[src/hw/rtl/cbs_pkg.sv]
// ----------------------------------------------------------------------------
// cbs_pkg
// types and constants shared by the b-spline segmenter modules
// ----------------------------------------------------------------------------
package cbs_pkg;

  localparam int MAX_SEGMENTS = 64;
  localparam int SEG_W        = 7;
  localparam int CFG_IDX_W    = 2;

  localparam logic [CFG_IDX_W-1:0] CFG_SEGMENTS_PER_SPAN = 2'd0;
  localparam logic [CFG_IDX_W-1:0] CFG_LINE_COLOR        = 2'd1;
  // index with no register behind it, writes are dropped
  localparam logic [CFG_IDX_W-1:0] CFG_RESERVED          = 2'd3;

  typedef struct packed {
    logic signed [15:0] point_x;
    logic signed [15:0] point_y;
    logic               new_curve;
  } in_item_t;

  typedef struct packed {
    logic signed [15:0] start_x;
    logic signed [15:0] start_y;
    logic signed [15:0] end_x;
    logic signed [15:0] end_y;
    logic [31:0]        seg_color;
    logic               last_segment;
  } out_item_t;

  typedef enum logic [3:0] {
    OP_NONE, OP_LOAD, OP_N2, OP_N3, OP_SQ, OP_CUBE, OP_WGT,
    OP_MAC, OP_DIVINIT, OP_DIV, OP_FINISH
  } dp_op_t;

  typedef struct packed {
    dp_op_t     op;
    logic [1:0] k;
  } dp_cmd_t;

  typedef struct packed {
    logic emit_span;
    logic j_zero;
    logic j_last;
    logic out_busy;
  } dp_status_t;

endpackage

[src/hw/rtl/cbs_ctrl.sv]
// ----------------------------------------------------------------------------
// cbs_ctrl
// sequencer for span setup, weights, mac, division and segment output
// ----------------------------------------------------------------------------
module cbs_ctrl (
  input  logic                clk,
  input  logic                rst_n,
  input  logic                in_valid,
  output logic                in_ready,
  input  cbs_pkg::dp_status_t status,
  output cbs_pkg::dp_cmd_t    cmd
);

  typedef enum logic [3:0] {
    S_IDLE, S_N2, S_N3, S_SQ, S_CUBE, S_WGT, S_MAC, S_DINIT, S_DIV, S_FIN
  } state_t;

  state_t     state_r;
  logic [3:0] cnt_r;
  logic       accept;

  assign in_ready = (state_r == S_IDLE);
  assign accept   = in_valid && in_ready;

  always_comb begin
    cmd.k  = cnt_r[1:0];
    cmd.op = cbs_pkg::OP_NONE;
    unique case (state_r)
      S_IDLE:  cmd.op = accept ? cbs_pkg::OP_LOAD : cbs_pkg::OP_NONE;
      S_N2:    cmd.op = cbs_pkg::OP_N2;
      S_N3:    cmd.op = cbs_pkg::OP_N3;
      S_SQ:    cmd.op = cbs_pkg::OP_SQ;
      S_CUBE:  cmd.op = cbs_pkg::OP_CUBE;
      S_WGT:   cmd.op = cbs_pkg::OP_WGT;
      S_MAC:   cmd.op = cbs_pkg::OP_MAC;
      S_DINIT: cmd.op = cbs_pkg::OP_DIVINIT;
      S_DIV:   cmd.op = cbs_pkg::OP_DIV;
      S_FIN:   cmd.op = (status.j_zero || !status.out_busy) ? cbs_pkg::OP_FINISH
                                                            : cbs_pkg::OP_NONE;
      default: cmd.op = cbs_pkg::OP_NONE;
    endcase
  end

  always_ff @(posedge clk) begin
    if (!rst_n) begin
      state_r <= S_IDLE;
      cnt_r   <= '0;
    end else begin
      unique case (state_r)
        S_IDLE:  if (accept && status.emit_span) state_r <= S_N2;
        S_N2:    state_r <= S_N3;
        S_N3:    state_r <= S_SQ;
        S_SQ:    state_r <= S_CUBE;
        S_CUBE:  state_r <= S_WGT;
        S_WGT: begin
          state_r <= S_MAC;
          cnt_r   <= '0;
        end
        S_MAC: begin
          cnt_r <= cnt_r + 4'd1;
          if (cnt_r == 4'd3) state_r <= S_DINIT;
        end
        S_DINIT: begin
          state_r <= S_DIV;
          cnt_r   <= '0;
        end
        S_DIV: begin
          cnt_r <= cnt_r + 4'd1;
          if (cnt_r == 4'd15) state_r <= S_FIN;
        end
        S_FIN: begin
          if (status.j_zero || !status.out_busy) begin
            state_r <= status.j_last ? S_IDLE : S_SQ;
          end
        end
        default: state_r <= S_IDLE;
      endcase
    end
  end

endmodule

[src/hw/rtl/cbs_datapath.sv]
// ----------------------------------------------------------------------------
// cbs_datapath
// point window, basis weights, x/y mac, restoring dividers, output register
// ----------------------------------------------------------------------------
module cbs_datapath (
  input  logic                                clk,
  input  logic                                rst_n,
  input  cbs_pkg::in_item_t                   in_data,
  input  logic                                cfg_valid,
  input  logic [cbs_pkg::CFG_IDX_W-1:0]       cfg_index,
  input  logic [31:0]                         cfg_data,
  input  cbs_pkg::dp_cmd_t                    cmd,
  output cbs_pkg::dp_status_t                 status,
  output logic                                out_valid,
  input  logic                                out_ready,
  output cbs_pkg::out_item_t                  out_data
);

  localparam int SW = cbs_pkg::SEG_W;

  logic [SW-1:0]      segs_r;
  logic [31:0]        color_r;
  logic [31:0]        win_r [3];
  logic [1:0]         held_r;
  logic signed [15:0] px_r [4];
  logic signed [15:0] py_r [4];
  logic [SW-1:0]      n_r, j_r;
  logic [12:0]        n2_r, j2_r, m2_r;
  logic [18:0]        n3_r, j3_r, m3_r, nj2_r, n2j_r;
  logic [22:0]        d_r;
  logic [23:0]        w_r [4];
  logic signed [39:0] accx_r, accy_r;
  logic [22:0]        remx_r, remy_r;
  logic [15:0]        quox_r, quoy_r;
  logic               negx_r, negy_r;
  logic signed [15:0] sx_r, sy_r;
  logic               out_valid_r;
  cbs_pkg::out_item_t out_r;

  logic [1:0]         h_eff;
  logic [SW-1:0]      n_clamp, m_val;
  logic [23:0]        w1_nxt, w2_nxt;
  logic signed [39:0] prodx, prody;
  logic [38:0]        magx, magy;
  logic [23:0]        trialx, trialy;
  logic signed [15:0] qx, qy;

  assign h_eff = in_data.new_curve ? 2'd0 : held_r;
  assign status.emit_span = (h_eff == 2'd3);
  assign status.j_zero    = (j_r == '0);
  assign status.j_last    = (j_r == n_r);
  assign status.out_busy  = out_valid_r && !out_ready;
  assign out_valid = out_valid_r;
  assign out_data  = out_r;

  always_comb begin
    if (segs_r == '0) n_clamp = SW'(1);
    else if (segs_r > SW'(cbs_pkg::MAX_SEGMENTS)) n_clamp = SW'(cbs_pkg::MAX_SEGMENTS);
    else n_clamp = segs_r;
  end

  assign m_val  = n_r - j_r;
  assign w1_nxt = {n3_r, 2'b00} - ({nj2_r, 2'b00} + {nj2_r, 1'b0}) + ({j3_r, 1'b0} + j3_r);
  assign w2_nxt = 24'(n3_r) + ({n2j_r, 1'b0} + n2j_r) + ({nj2_r, 1'b0} + nj2_r)
                  - ({j3_r, 1'b0} + j3_r);
  assign prodx  = 40'($signed({1'b0, w_r[cmd.k]}) * px_r[cmd.k]);
  assign prody  = 40'($signed({1'b0, w_r[cmd.k]}) * py_r[cmd.k]);
  assign magx   = accx_r[39] ? 39'(-accx_r) : accx_r[38:0];
  assign magy   = accy_r[39] ? 39'(-accy_r) : accy_r[38:0];
  assign trialx = {remx_r, quox_r[15]};
  assign trialy = {remy_r, quoy_r[15]};
  assign qx     = negx_r ? -$signed(quox_r) : $signed(quox_r);
  assign qy     = negy_r ? -$signed(quoy_r) : $signed(quoy_r);

  // control state
  always_ff @(posedge clk) begin
    if (!rst_n) begin
      segs_r      <= SW'(16);
      color_r     <= '0;
      held_r      <= '0;
      win_r[0]    <= '0;
      win_r[1]    <= '0;
      win_r[2]    <= '0;
      out_valid_r <= 1'b0;
      j_r         <= '0;
      n_r         <= SW'(1);
    end else begin
      if (cfg_valid) begin
        case (cfg_index)
          cbs_pkg::CFG_SEGMENTS_PER_SPAN: segs_r  <= cfg_data[SW-1:0];
          cbs_pkg::CFG_LINE_COLOR:        color_r <= cfg_data;
          default: ;
        endcase
      end
      if (cmd.op == cbs_pkg::OP_FINISH && j_r != '0) out_valid_r <= 1'b1;
      else if (out_valid_r && out_ready) out_valid_r <= 1'b0;
      if (cmd.op == cbs_pkg::OP_LOAD) begin
        if (h_eff != 2'd3) begin
          win_r[h_eff] <= {in_data.point_x, in_data.point_y};
          held_r       <= h_eff + 2'd1;
        end else begin
          win_r[0] <= win_r[1];
          win_r[1] <= win_r[2];
          win_r[2] <= {in_data.point_x, in_data.point_y};
          held_r   <= 2'd3;
          j_r      <= '0;
          n_r      <= n_clamp;
        end
      end
      if (cmd.op == cbs_pkg::OP_FINISH) begin
        j_r <= j_r + SW'(1);
      end
    end
  end

  // arithmetic payload
  always_ff @(posedge clk) begin
    case (cmd.op)
      cbs_pkg::OP_LOAD: begin
        if (h_eff == 2'd3) begin
          for (int i = 0; i < 3; i++) begin
            px_r[i] <= win_r[i][31:16];
            py_r[i] <= win_r[i][15:0];
          end
          px_r[3] <= in_data.point_x;
          py_r[3] <= in_data.point_y;
        end
      end
      cbs_pkg::OP_N2: n2_r <= 13'(n_r * n_r);
      cbs_pkg::OP_N3: n3_r <= 19'(n2_r * n_r);
      cbs_pkg::OP_SQ: begin
        j2_r <= 13'(j_r * j_r);
        m2_r <= 13'(m_val * m_val);
        d_r  <= 23'({n3_r, 2'b00}) + 23'({n3_r, 1'b0});
      end
      cbs_pkg::OP_CUBE: begin
        j3_r  <= 19'(j2_r * j_r);
        m3_r  <= 19'(m2_r * m_val);
        nj2_r <= 19'(j2_r * n_r);
        n2j_r <= 19'(n2_r * j_r);
      end
      cbs_pkg::OP_WGT: begin
        w_r[0] <= 24'(m3_r);
        w_r[1] <= w1_nxt;
        w_r[2] <= w2_nxt;
        w_r[3] <= 24'(j3_r);
        accx_r <= '0;
        accy_r <= '0;
      end
      cbs_pkg::OP_MAC: begin
        accx_r <= accx_r + prodx;
        accy_r <= accy_r + prody;
      end
      cbs_pkg::OP_DIVINIT: begin
        negx_r <= accx_r[39];
        negy_r <= accy_r[39];
        remx_r <= 23'(magx >> 16);
        remy_r <= 23'(magy >> 16);
        quox_r <= magx[15:0];
        quoy_r <= magy[15:0];
      end
      cbs_pkg::OP_DIV: begin
        if (trialx >= 24'(d_r)) begin
          remx_r <= 23'(trialx - 24'(d_r));
          quox_r <= {quox_r[14:0], 1'b1};
        end else begin
          remx_r <= trialx[22:0];
          quox_r <= {quox_r[14:0], 1'b0};
        end
        if (trialy >= 24'(d_r)) begin
          remy_r <= 23'(trialy - 24'(d_r));
          quoy_r <= {quoy_r[14:0], 1'b1};
        end else begin
          remy_r <= trialy[22:0];
          quoy_r <= {quoy_r[14:0], 1'b0};
        end
      end
      cbs_pkg::OP_FINISH: begin
        sx_r <= qx;
        sy_r <= qy;
        if (j_r != '0) begin
          out_r.start_x      <= sx_r;
          out_r.start_y      <= sy_r;
          out_r.end_x        <= qx;
          out_r.end_y        <= qy;
          out_r.seg_color    <= color_r;
          out_r.last_segment <= (j_r == n_r);
        end
      end
      default: ;
    endcase
  end

  a_no_overwrite: assert property (@(posedge clk) disable iff (!rst_n)
    (cmd.op == cbs_pkg::OP_FINISH && j_r != '0) |-> !(out_valid_r && !out_ready))
    else $error("segment written over a pending transfer");

  a_j_bound: assert property (@(posedge clk) disable iff (!rst_n)
    j_r <= n_r + SW'(1))
    else $error("segment index past span count");

  a_rem_bound: assert property (@(posedge clk) disable iff (!rst_n)
    (cmd.op == cbs_pkg::OP_DIV) |=> (remx_r < d_r) && (remy_r < d_r))
    else $error("divider remainder out of range");

  a_n_range: assert property (@(posedge clk) disable iff (!rst_n)
    (n_r != '0) && (n_r <= SW'(cbs_pkg::MAX_SEGMENTS)))
    else $error("span count out of range");

endmodule

[src/hw/rtl/cubic_bspline_segmenter_top.sv]
// ----------------------------------------------------------------------------
// cubic_bspline_segmenter_top
// uniform cubic b-spline span to line segment generator
// ----------------------------------------------------------------------------
//  channel | direction | handshake             | payload
//  in_     | input     | in_valid / in_ready   | cbs_pkg::in_item_t
//  out_    | output    | out_valid / out_ready | cbs_pkg::out_item_t
//  cfg_    | input     | cfg_valid / cfg_ready | cfg_index, cfg_data
//
// a point that only fills the window is taken while the sequencer stays idle
// a span point runs span setup (n^2, n^3), then for each spline sample (n+1
//   samples) square, cube, weights, 4-step mac, 16-step restoring dividers
// synchronous active-low reset: window empty, 16 segments, color zero
// a stalled output holds the sequencer before the next segment is written
// config transfers are always taken
// ----------------------------------------------------------------------------
module cubic_bspline_segmenter_top (
  input  logic                          clk,
  input  logic                          rst_n,
  input  logic                          in_valid,
  output logic                          in_ready,
  input  cbs_pkg::in_item_t             in_data,
  output logic                          out_valid,
  input  logic                          out_ready,
  output cbs_pkg::out_item_t            out_data,
  input  logic                          cfg_valid,
  output logic                          cfg_ready,
  input  logic [cbs_pkg::CFG_IDX_W-1:0] cfg_index,
  input  logic [31:0]                   cfg_data
);

  cbs_pkg::dp_cmd_t    cmd;
  cbs_pkg::dp_status_t status;

  // register writes never stall
  assign cfg_ready = 1'b1;

  // sequencer
  cbs_ctrl u_ctrl (
    .clk      (clk),
    .rst_n    (rst_n),
    .in_valid (in_valid),
    .in_ready (in_ready),
    .status   (status),
    .cmd      (cmd)
  );

  // window, weights, mac, dividers and output register
  cbs_datapath u_dp (
    .clk       (clk),
    .rst_n     (rst_n),
    .in_data   (in_data),
    .cfg_valid (cfg_valid),
    .cfg_index (cfg_index),
    .cfg_data  (cfg_data),
    .cmd       (cmd),
    .status    (status),
    .out_valid (out_valid),
    .out_ready (out_ready),
    .out_data  (out_data)
  );

endmodule
[config.mk]
export PLATFORM = sky130hd
export DESIGN_NAME = cubic_bspline_segmenter_top
export DESIGN_NICKNAME = d
export VERILOG_FILES = /design/src/hw/rtl/cbs_pkg.sv /design/src/hw/rtl/cbs_ctrl.sv /design/src/hw/rtl/cbs_datapath.sv /design/src/hw/rtl/cubic_bspline_segmenter_top.sv
export SDC_FILE = /design/constraint.sdc
export NUM_CORES = 2
export LEC_CHECK = 0
export ABC_CLOCK_PERIOD_IN_PS = 16300
export BUFFER_PORTS_ARGS = -buffer_cell sky130_fd_sc_hd__buf_2
export CORE_MARGIN = 2
export CORE_UTILIZATION = 55
export DETAILED_ROUTE_END_ITERATION = 16
export PLACE_DENSITY = 0.71
export SYNTH_ARGS = -nofsm -noshare
export SYNTH_HDL_FRONTEND = slang
export SYNTH_SLANG_ARGS = --single-unit
[constraint.sdc]
create_clock -name clk -period 16.3 [get_ports clk]
set_clock_uncertainty 0.1 [all_clocks]
set_input_delay 3.26 -clock clk [delete_from_list [all_inputs] [get_ports clk]]
set_output_delay 3.26 -clock clk [all_outputs]
set_load 0.02 [all_outputs]
; ---- Yosys cells after proc, flatten, opt, wreduce, memory -nomap -nowiden
; Memories as Yosys holds them, arrays and structs flattened. A register that Yosys moved wholly into a read port is not among the register bits.
; Index checks and enable logic that the tools add are counted.
[word_totals]
regBits = 510
mem_bits_rw = 320
word_cells = 192
mem_count = 4
[op_classes]
n_mux = 59
reduce_logical = 27
addsub = 22
n_mul = 10
n_eq_ne = 30
bitwise = 4
n_lt_le_gt_ge = 3
[mem_list]
columns = memory, depth, word_bits, read_ports, rd_clocked_by_memory_dff, wr, line
row1 = u_dp.w_r, 4, 24, 1, 1, 4, cbs_datapath.sv:31  ; logic [23:0] w_r [4];
row2 = u_dp.win_r, 3, 32, 3, 0, 3, cbs_datapath.sv:23  ; logic [31:0] win_r [3];
row3 = u_dp.px_r, 4, 16, 1, 1, 4, cbs_datapath.sv:25  ; logic signed [15:0] px_r [4];
row4 = u_dp.py_r, 4, 16, 1, 1, 4, cbs_datapath.sv:26  ; logic signed [15:0] py_r [4];
[op_table]
columns = cell, n
row1 = one-hot mux 40 bit (2 select lines), 2
row2 = two-way mux 32 bit, 4
row3 = multiplier 13 x 7 -> 19 bit, 5
row4 = one-hot mux 23 bit (2 select lines), 2
row5 = adder 40 bit, 2
row6 = multiplier 25 x 16 -> 40 bit, 2
row7 = one-hot mux 4 bit (10 select lines), 2
row8 = two-way mux 39 bit, 2
row9 = negation 39 bit, 2
row10 = one-hot mux 16 bit (2 select lines), 2
row11 = adder 20 x 19 -> 21 bit, 3
row12 = adder 24 bit, 2
row13 = >= comparator 24 x 23 -> 1 bit, 2
row14 = two-way mux 23 bit, 2
row15 = subtractor 23 bit, 2
row16 = adder 21 x 20 -> 22 bit, 2
row17 = multiplier 7 x 7 -> 13 bit, 3
row18 = two-way mux 7 bit, 5
row19 = equality test 4 x 3 -> 1 bit (second input constant), 8
row20 = two-way mux 16 bit, 2
row21 = negation 16 bit, 2
row22 = OR reduction 32 bit, 1
row23 = adder 19 x 24 -> 24 bit, 1
row24 = equality test 4 bit (second input constant), 6
row25 = other kinds (31), 89

; ---- Logic depth before layout (Yosys ltp)
[depth]
ltp_word = 12
ltp_mapped = 32

; ---- Cells and area by module
; Synthesis repeated with hierarchy kept, for this count alone.
[unflattened]
cells_unflattened = 8335
hier_area_um2 = 83644.0
[by_module_without_submodules]
columns = module, cells_per_inst, n_inst, seq_area_each_um2, area_per_inst_um2
row1 = cbs_datapath, 8267, 1, 23642.7, 83067.2
row2 = cbs_ctrl, 66, 1, 160.2, 565.5
row3 = cubic_bspline_segmenter_top, 2, 1, 0.0, 11.3

; ---- Least setup slack after synthesis
; Ideal clock, no wire load.
[synth_path]
kind = input to register
from = input out_ready
to = register u_dp.out_r (netlist bit u_dp.out_data[0]) (enable)
slack_ns = 8.087
arrival_ns = 7.559
path_buffers = 0
stages = 3
cell_sequence = or3_1 nand2b_1 nor2_1
[synth_via]
elab_chain_cells = 8
[synth_lines]
columns = element, line
row1 = from (decl), cubic_bspline_segmenter_top.sv:24  ; input logic out_ready,
row2 = zero test 1 bit, cbs_datapath.sv:52  ; assign status.out_busy = out_valid_r && !out_ready;
row3 = logical AND 1 bit, cbs_datapath.sv:52
row4 = zero test 1 bit, cbs_ctrl.sv:38  ; S_FIN: cmd.op = (status.j_zero || !status.out_busy) ? cbs_pkg::OP_FINISH
row5 = logical OR 1 bit, cbs_ctrl.sv:38
row6 = two-way mux 4 bit, cbs_ctrl.sv:38
row7 = one-hot mux 4 bit (10 select lines), cbs_ctrl.sv:28  ; unique case (state_r)
row8 = equality test 4 bit, cbs_datapath.sv:118  ; case (cmd.op)
row9 = AND reduction 2 bit (no source line), --
row10 = to (decl), cbs_datapath.sv:38  ; cbs_pkg::out_item_t out_r;
; No other way between the ends.
; A chain may end at the register's enable or synchronous reset.

==> results.py <==
metrics = {
    "sta": {
        "finalCriticalPeriod_ps": 9180,
        "worst_pin_slew_ps": 1480,
        "rsz0062_at_grt": "no",
        "worst_hold_slack_ps": 317,
        "finalSetupViolCount": 0,
        "hold_violations": 0,
        "tns_ps": 0,
        "max_freq_mhz": 109,
        "maxSlewHeadroom_pct": 0.890,
        "slew_violations": 0,
        "post-route-period-util_pct": 56.3,
    },
    "detailed_routing": {
        "vias_per_cell": 5.67,
        "drtIter0Drc": 4488,
        "drtAntennaViolNets": 0,
        "drc_errors": 0,
        "num_vias": 58600,
        "wl_per_cell_um": 20.9,
        "routed_wl_um": 215000,
        "dr.pass1.iters": 6,
    },
    "power_and_ir_drop": {
        "p_leak_uw": 0.0404,
        "peakVddDrop_mv": 0.0865,
        "p_per_area_nw_per_um2": 53.1,
    },
    "floorplan": {
        "start_util_pct": 55.2,
        "coreArea_um2": 149000,
        "rows": 142,
        "die_w_um": 391,
        "pin_count": 172,
        "die_y_um": 391,
        "dieArea_um2": 153000,
    },
    "clock_tree": {
        "cts_setup_buffers": 0,
        "clock_latency_ps": 760,
        "ctsLongestPathBuffers": 3,
        "cts_tree": "built",
        "cts_sinks": 816,
        "ctsResizeCount": 0,
        "cts_inserted_buffers": 90,
        "htreeDepth": 3,
        "path_clk_slew_ps": 60,
        "root_buffer": "clkbuf_16",
        "hold_buffers": 0,
    },
    "layout": {
        "final_common_cell": "inv_1",
        "fill_cells": 12500,
        "synthToLayoutAreaGrowth_pct": 7.55,
        "mostFrequentLayoutCells": "1378 x inv_1, 1049 x fa_1, 1037 x nand2_1, 750 x edfxtp_1, 684 x ha_1",
        "nets": 10000,
        "drive_gt1_share_pct": 6.47,
    },
    "setup_path": {
        "cp.arrival_ps": 9520,
        "worst_ep_required_time_ps": 16640,
        "critical_path_buf_inv_count": 4,
        "end_kind": "register",
        "crit_type": "register to register",
        "start_kind": "register",
        "cp_slowest_stage_delay_ps": 760,
        "path_common_cell": "fa_1",
        "slowest_stage": "dfxtp_4",
        "cpLargestDelayFamily": "adder cells",
        "path_max_fanout": 43,
        "cp_cell_sequence": "buf_4 -> mux2_2 -> o21a_1 -> clkinv_1 -> nor2_1 -> fa_1 -> fa_1 -> fa_1 -> fa_1 -> fa_1 -> inv_1 -> fa_1 -> inv_1 -> ha_1 -> a21oi_1 -> a21boi_0 -> o21ai_0 -> nand2_1 -> o21a_1 -> a221oi_1 -> o21ai_0 -> a31oi_1 -> xor2_1 -> nor2_1",
    },
    "job": {
        "max-cap-violations": 1,
    },
    "worst_hold_path": {
        "hold_class": "register to register",
    },
    "yosys": {
        "synth_edf_count": 750,
        "yosysWarnings": 0,
        "synthCells": 8155,
        "synth_seq_area_share_pct": 28.9,
        "syn_avg_cell_area_um2": 10.1,
        "synth-seq-cells": 816,
        "async_flop_share_pct": 0,
        "ys.flop_type": "edfxtp_1",
        "yosysUniqueCellTypes": 83,
        "synth_area_um2": 82500,
    },
    "global_route": {
        "antenna_found_initial": 11,
        "grt_pass1_wl_um": 339000,
        "grt_pass1_vias": 60600,
        "grt_max_degree": 103,
        "overflow": 0,
        "grt_usage_pct": 28.9,
    },
    "placement": {
        "dp_hpwl_um": 164000,
        "portBuffers": 170,
        "place.gp.congestion": 0.941,
    },
    "status": {
        "violations": "max-capacitance violations",
        "outcome": "finished with violations",
    },
}
registers in the layout, indices dropped and copies added (netlist names), 12 cells and up, named ones only:
register / flops
u_dp.out_data: 97
u_dp.win_r: 96
u_dp.w_r: 85
u_dp.px_r: 64
u_dp.py_r: 64
u_dp.accx_r: 40
u_dp.accy_r: 40
u_dp.color_r: 32
u_dp.remx_r: 23
u_dp.remy_r: 23
u_dp.d_r: 21
u_dp.j3_r: 19
u_dp.m3_r: 19
u_dp.n2j_r: 19
u_dp.n3_r: 19
u_dp.nj2_r: 19
u_dp.quox_r: 16
u_dp.quoy_r: 16
u_dp.sx_r: 16
u_dp.sy_r: 16
u_dp.j2_r: 12
u_dp.m2_r: 12
u_dp.n2_r: 12
final cells by class:
class	count	area, µm²	share of cell area (%)
multi-input cells	5665	52500	59.2
repair buffers	272	1620	1.83
flip-flops and latches	816	23900	26.9
inverters	1383	5190	5.86
clock buffers	111	2340	2.64
well taps	2016	2520	2.84
diodes	6	15.0	0.0169
clock inverters	59	673	0.759
cells in the mapped netlist, types with 18 or more instances:
| cell type | number | area [µm²] |
|---|---|---|
| inv_1 | 1380 | 5180 |
| fa_1 | 1049 | 21000 |
| nand2_1 | 1037 | 3890 |
| edfxtp_1 | 750 | 22500 |
| ha_1 | 684 | 8560 |
| nor2_1 | 511 | 1920 |
| and2_1 | 329 | 2060 |
| xnor2_1 | 286 | 2500 |
| clkbuf_1 | 276 | 1040 |
| a21oi_1 | 257 | 1290 |
| o21ai_0 | 243 | 1220 |
| xor2_1 | 157 | 1380 |
| a21o_1 | 101 | 758 |
| o21a_1 | 86 | 646 |
| nor3_1 | 80 | 400 |
| a22o_1 | 75 | 657 |
| nor2b_1 | 74 | 463 |
| dfxtp_1 | 66 | 1320 |
| mux2i_1 | 59 | 591 |
| nand2b_1 | 54 | 338 |
| nand3_1 | 52 | 260 |
| o21bai_1 | 48 | 360 |
| a21boi_0 | 37 | 278 |
| mux2_2 | 36 | 405 |
| o31ai_1 | 36 | 270 |
| or3_1 | 32 | 200 |
| buf_1 | 27 | 101 |
| o41ai_1 | 23 | 201 |
| and3_1 | 20 | 125 |
| a211oi_1 | 19 | 143 |
| mux4_2 | 19 | 428 |
| a31oi_1 | 18 | 113 |
| nand4_1 | 18 | 113 |
power breakdown:
group / internal (µW) / total (µW) / switching (µW)
logic: 134 / 330 / 196
registers: 2290 / 2300 / 10.0
clock network: 1150 / 2080 / 926
through the flow:
step / worst slack [ps] / cells / power, µW / util, % / instance area (µm²)
after floorplan: 8090 / 8172 / 2580 / - / 82500
after global placement: 7110 / 10200 / 2660 / 57.3 / 85600
after detailed placement: 7110 / 10200 / 2660 / 57.3 / 85600
after CTS: 7080 / 10300 / 4740 / 59.3 / 88700
after global routing: 6680 / 10300 / 4860 / 59.4 / 88700
final: 7120 / 10300 / 4710 / 59.4 / 88700
cell families after synthesis:
| logic type | share of synthesized area [%] |
|---|---|
| AOI/OAI and AO/OA | 8.53 |
| and+or+nand+nor | 12.5 |
| muxes | 1.73 |
| adders and majority gates | 35.8 |
| xor gates and xnor gates | 4.71 |
| other | 0.00911 |
| buffers and inverters | 7.71 |
| DFF | 28.9 |
worst paths after layout:
check,cells after the start,to,from,slack [ps]
worst max-delay path,24,u_dp.accy_r[33]$_SDFFCE_PN0P_,register,7120
worst min-delay path,0,u_dp.out_data[72]$_DFFE_PP_,u_dp.sy_r[7]$_DFFE_PP_,320
worst max register to register,24,u_dp.accy_r[33]$_SDFFCE_PN0P_,register,7120
worst min register to register,0,u_dp.out_data[72]$_DFFE_PP_,u_dp.sy_r[7]$_DFFE_PP_,320
worst register-to-register path: cells and delay by family (launching register included):
family / cells / cell delay (ps)
adder cells (fa/ha/maj): 7 / 3200
XOR/XNOR: 1 / 160
multiplexers: 1 / 280
AO/OA/AOI/OAI: 8 / 2470
buffers and inverters: 4 / 1460
AND/OR/NAND/NOR: 3 / 480
flip-flops: 1 / 760
per-layer routing:
| metal | global-route usage [%] | wire (µm) | vias to the layer above |
|---|---|---|---|
| li1 | - | - | 26500 |
| met5 | 0 | 0 | - |
| met3 | 5.17 | 15700 | 483 |
| met2 | 47.2 | 100000 | 2155 |
| met4 | 14.1 | 12200 | 0 |
| met1 | 37.3 | 87500 | 29400 |
(Power assumes the default switching activity.)
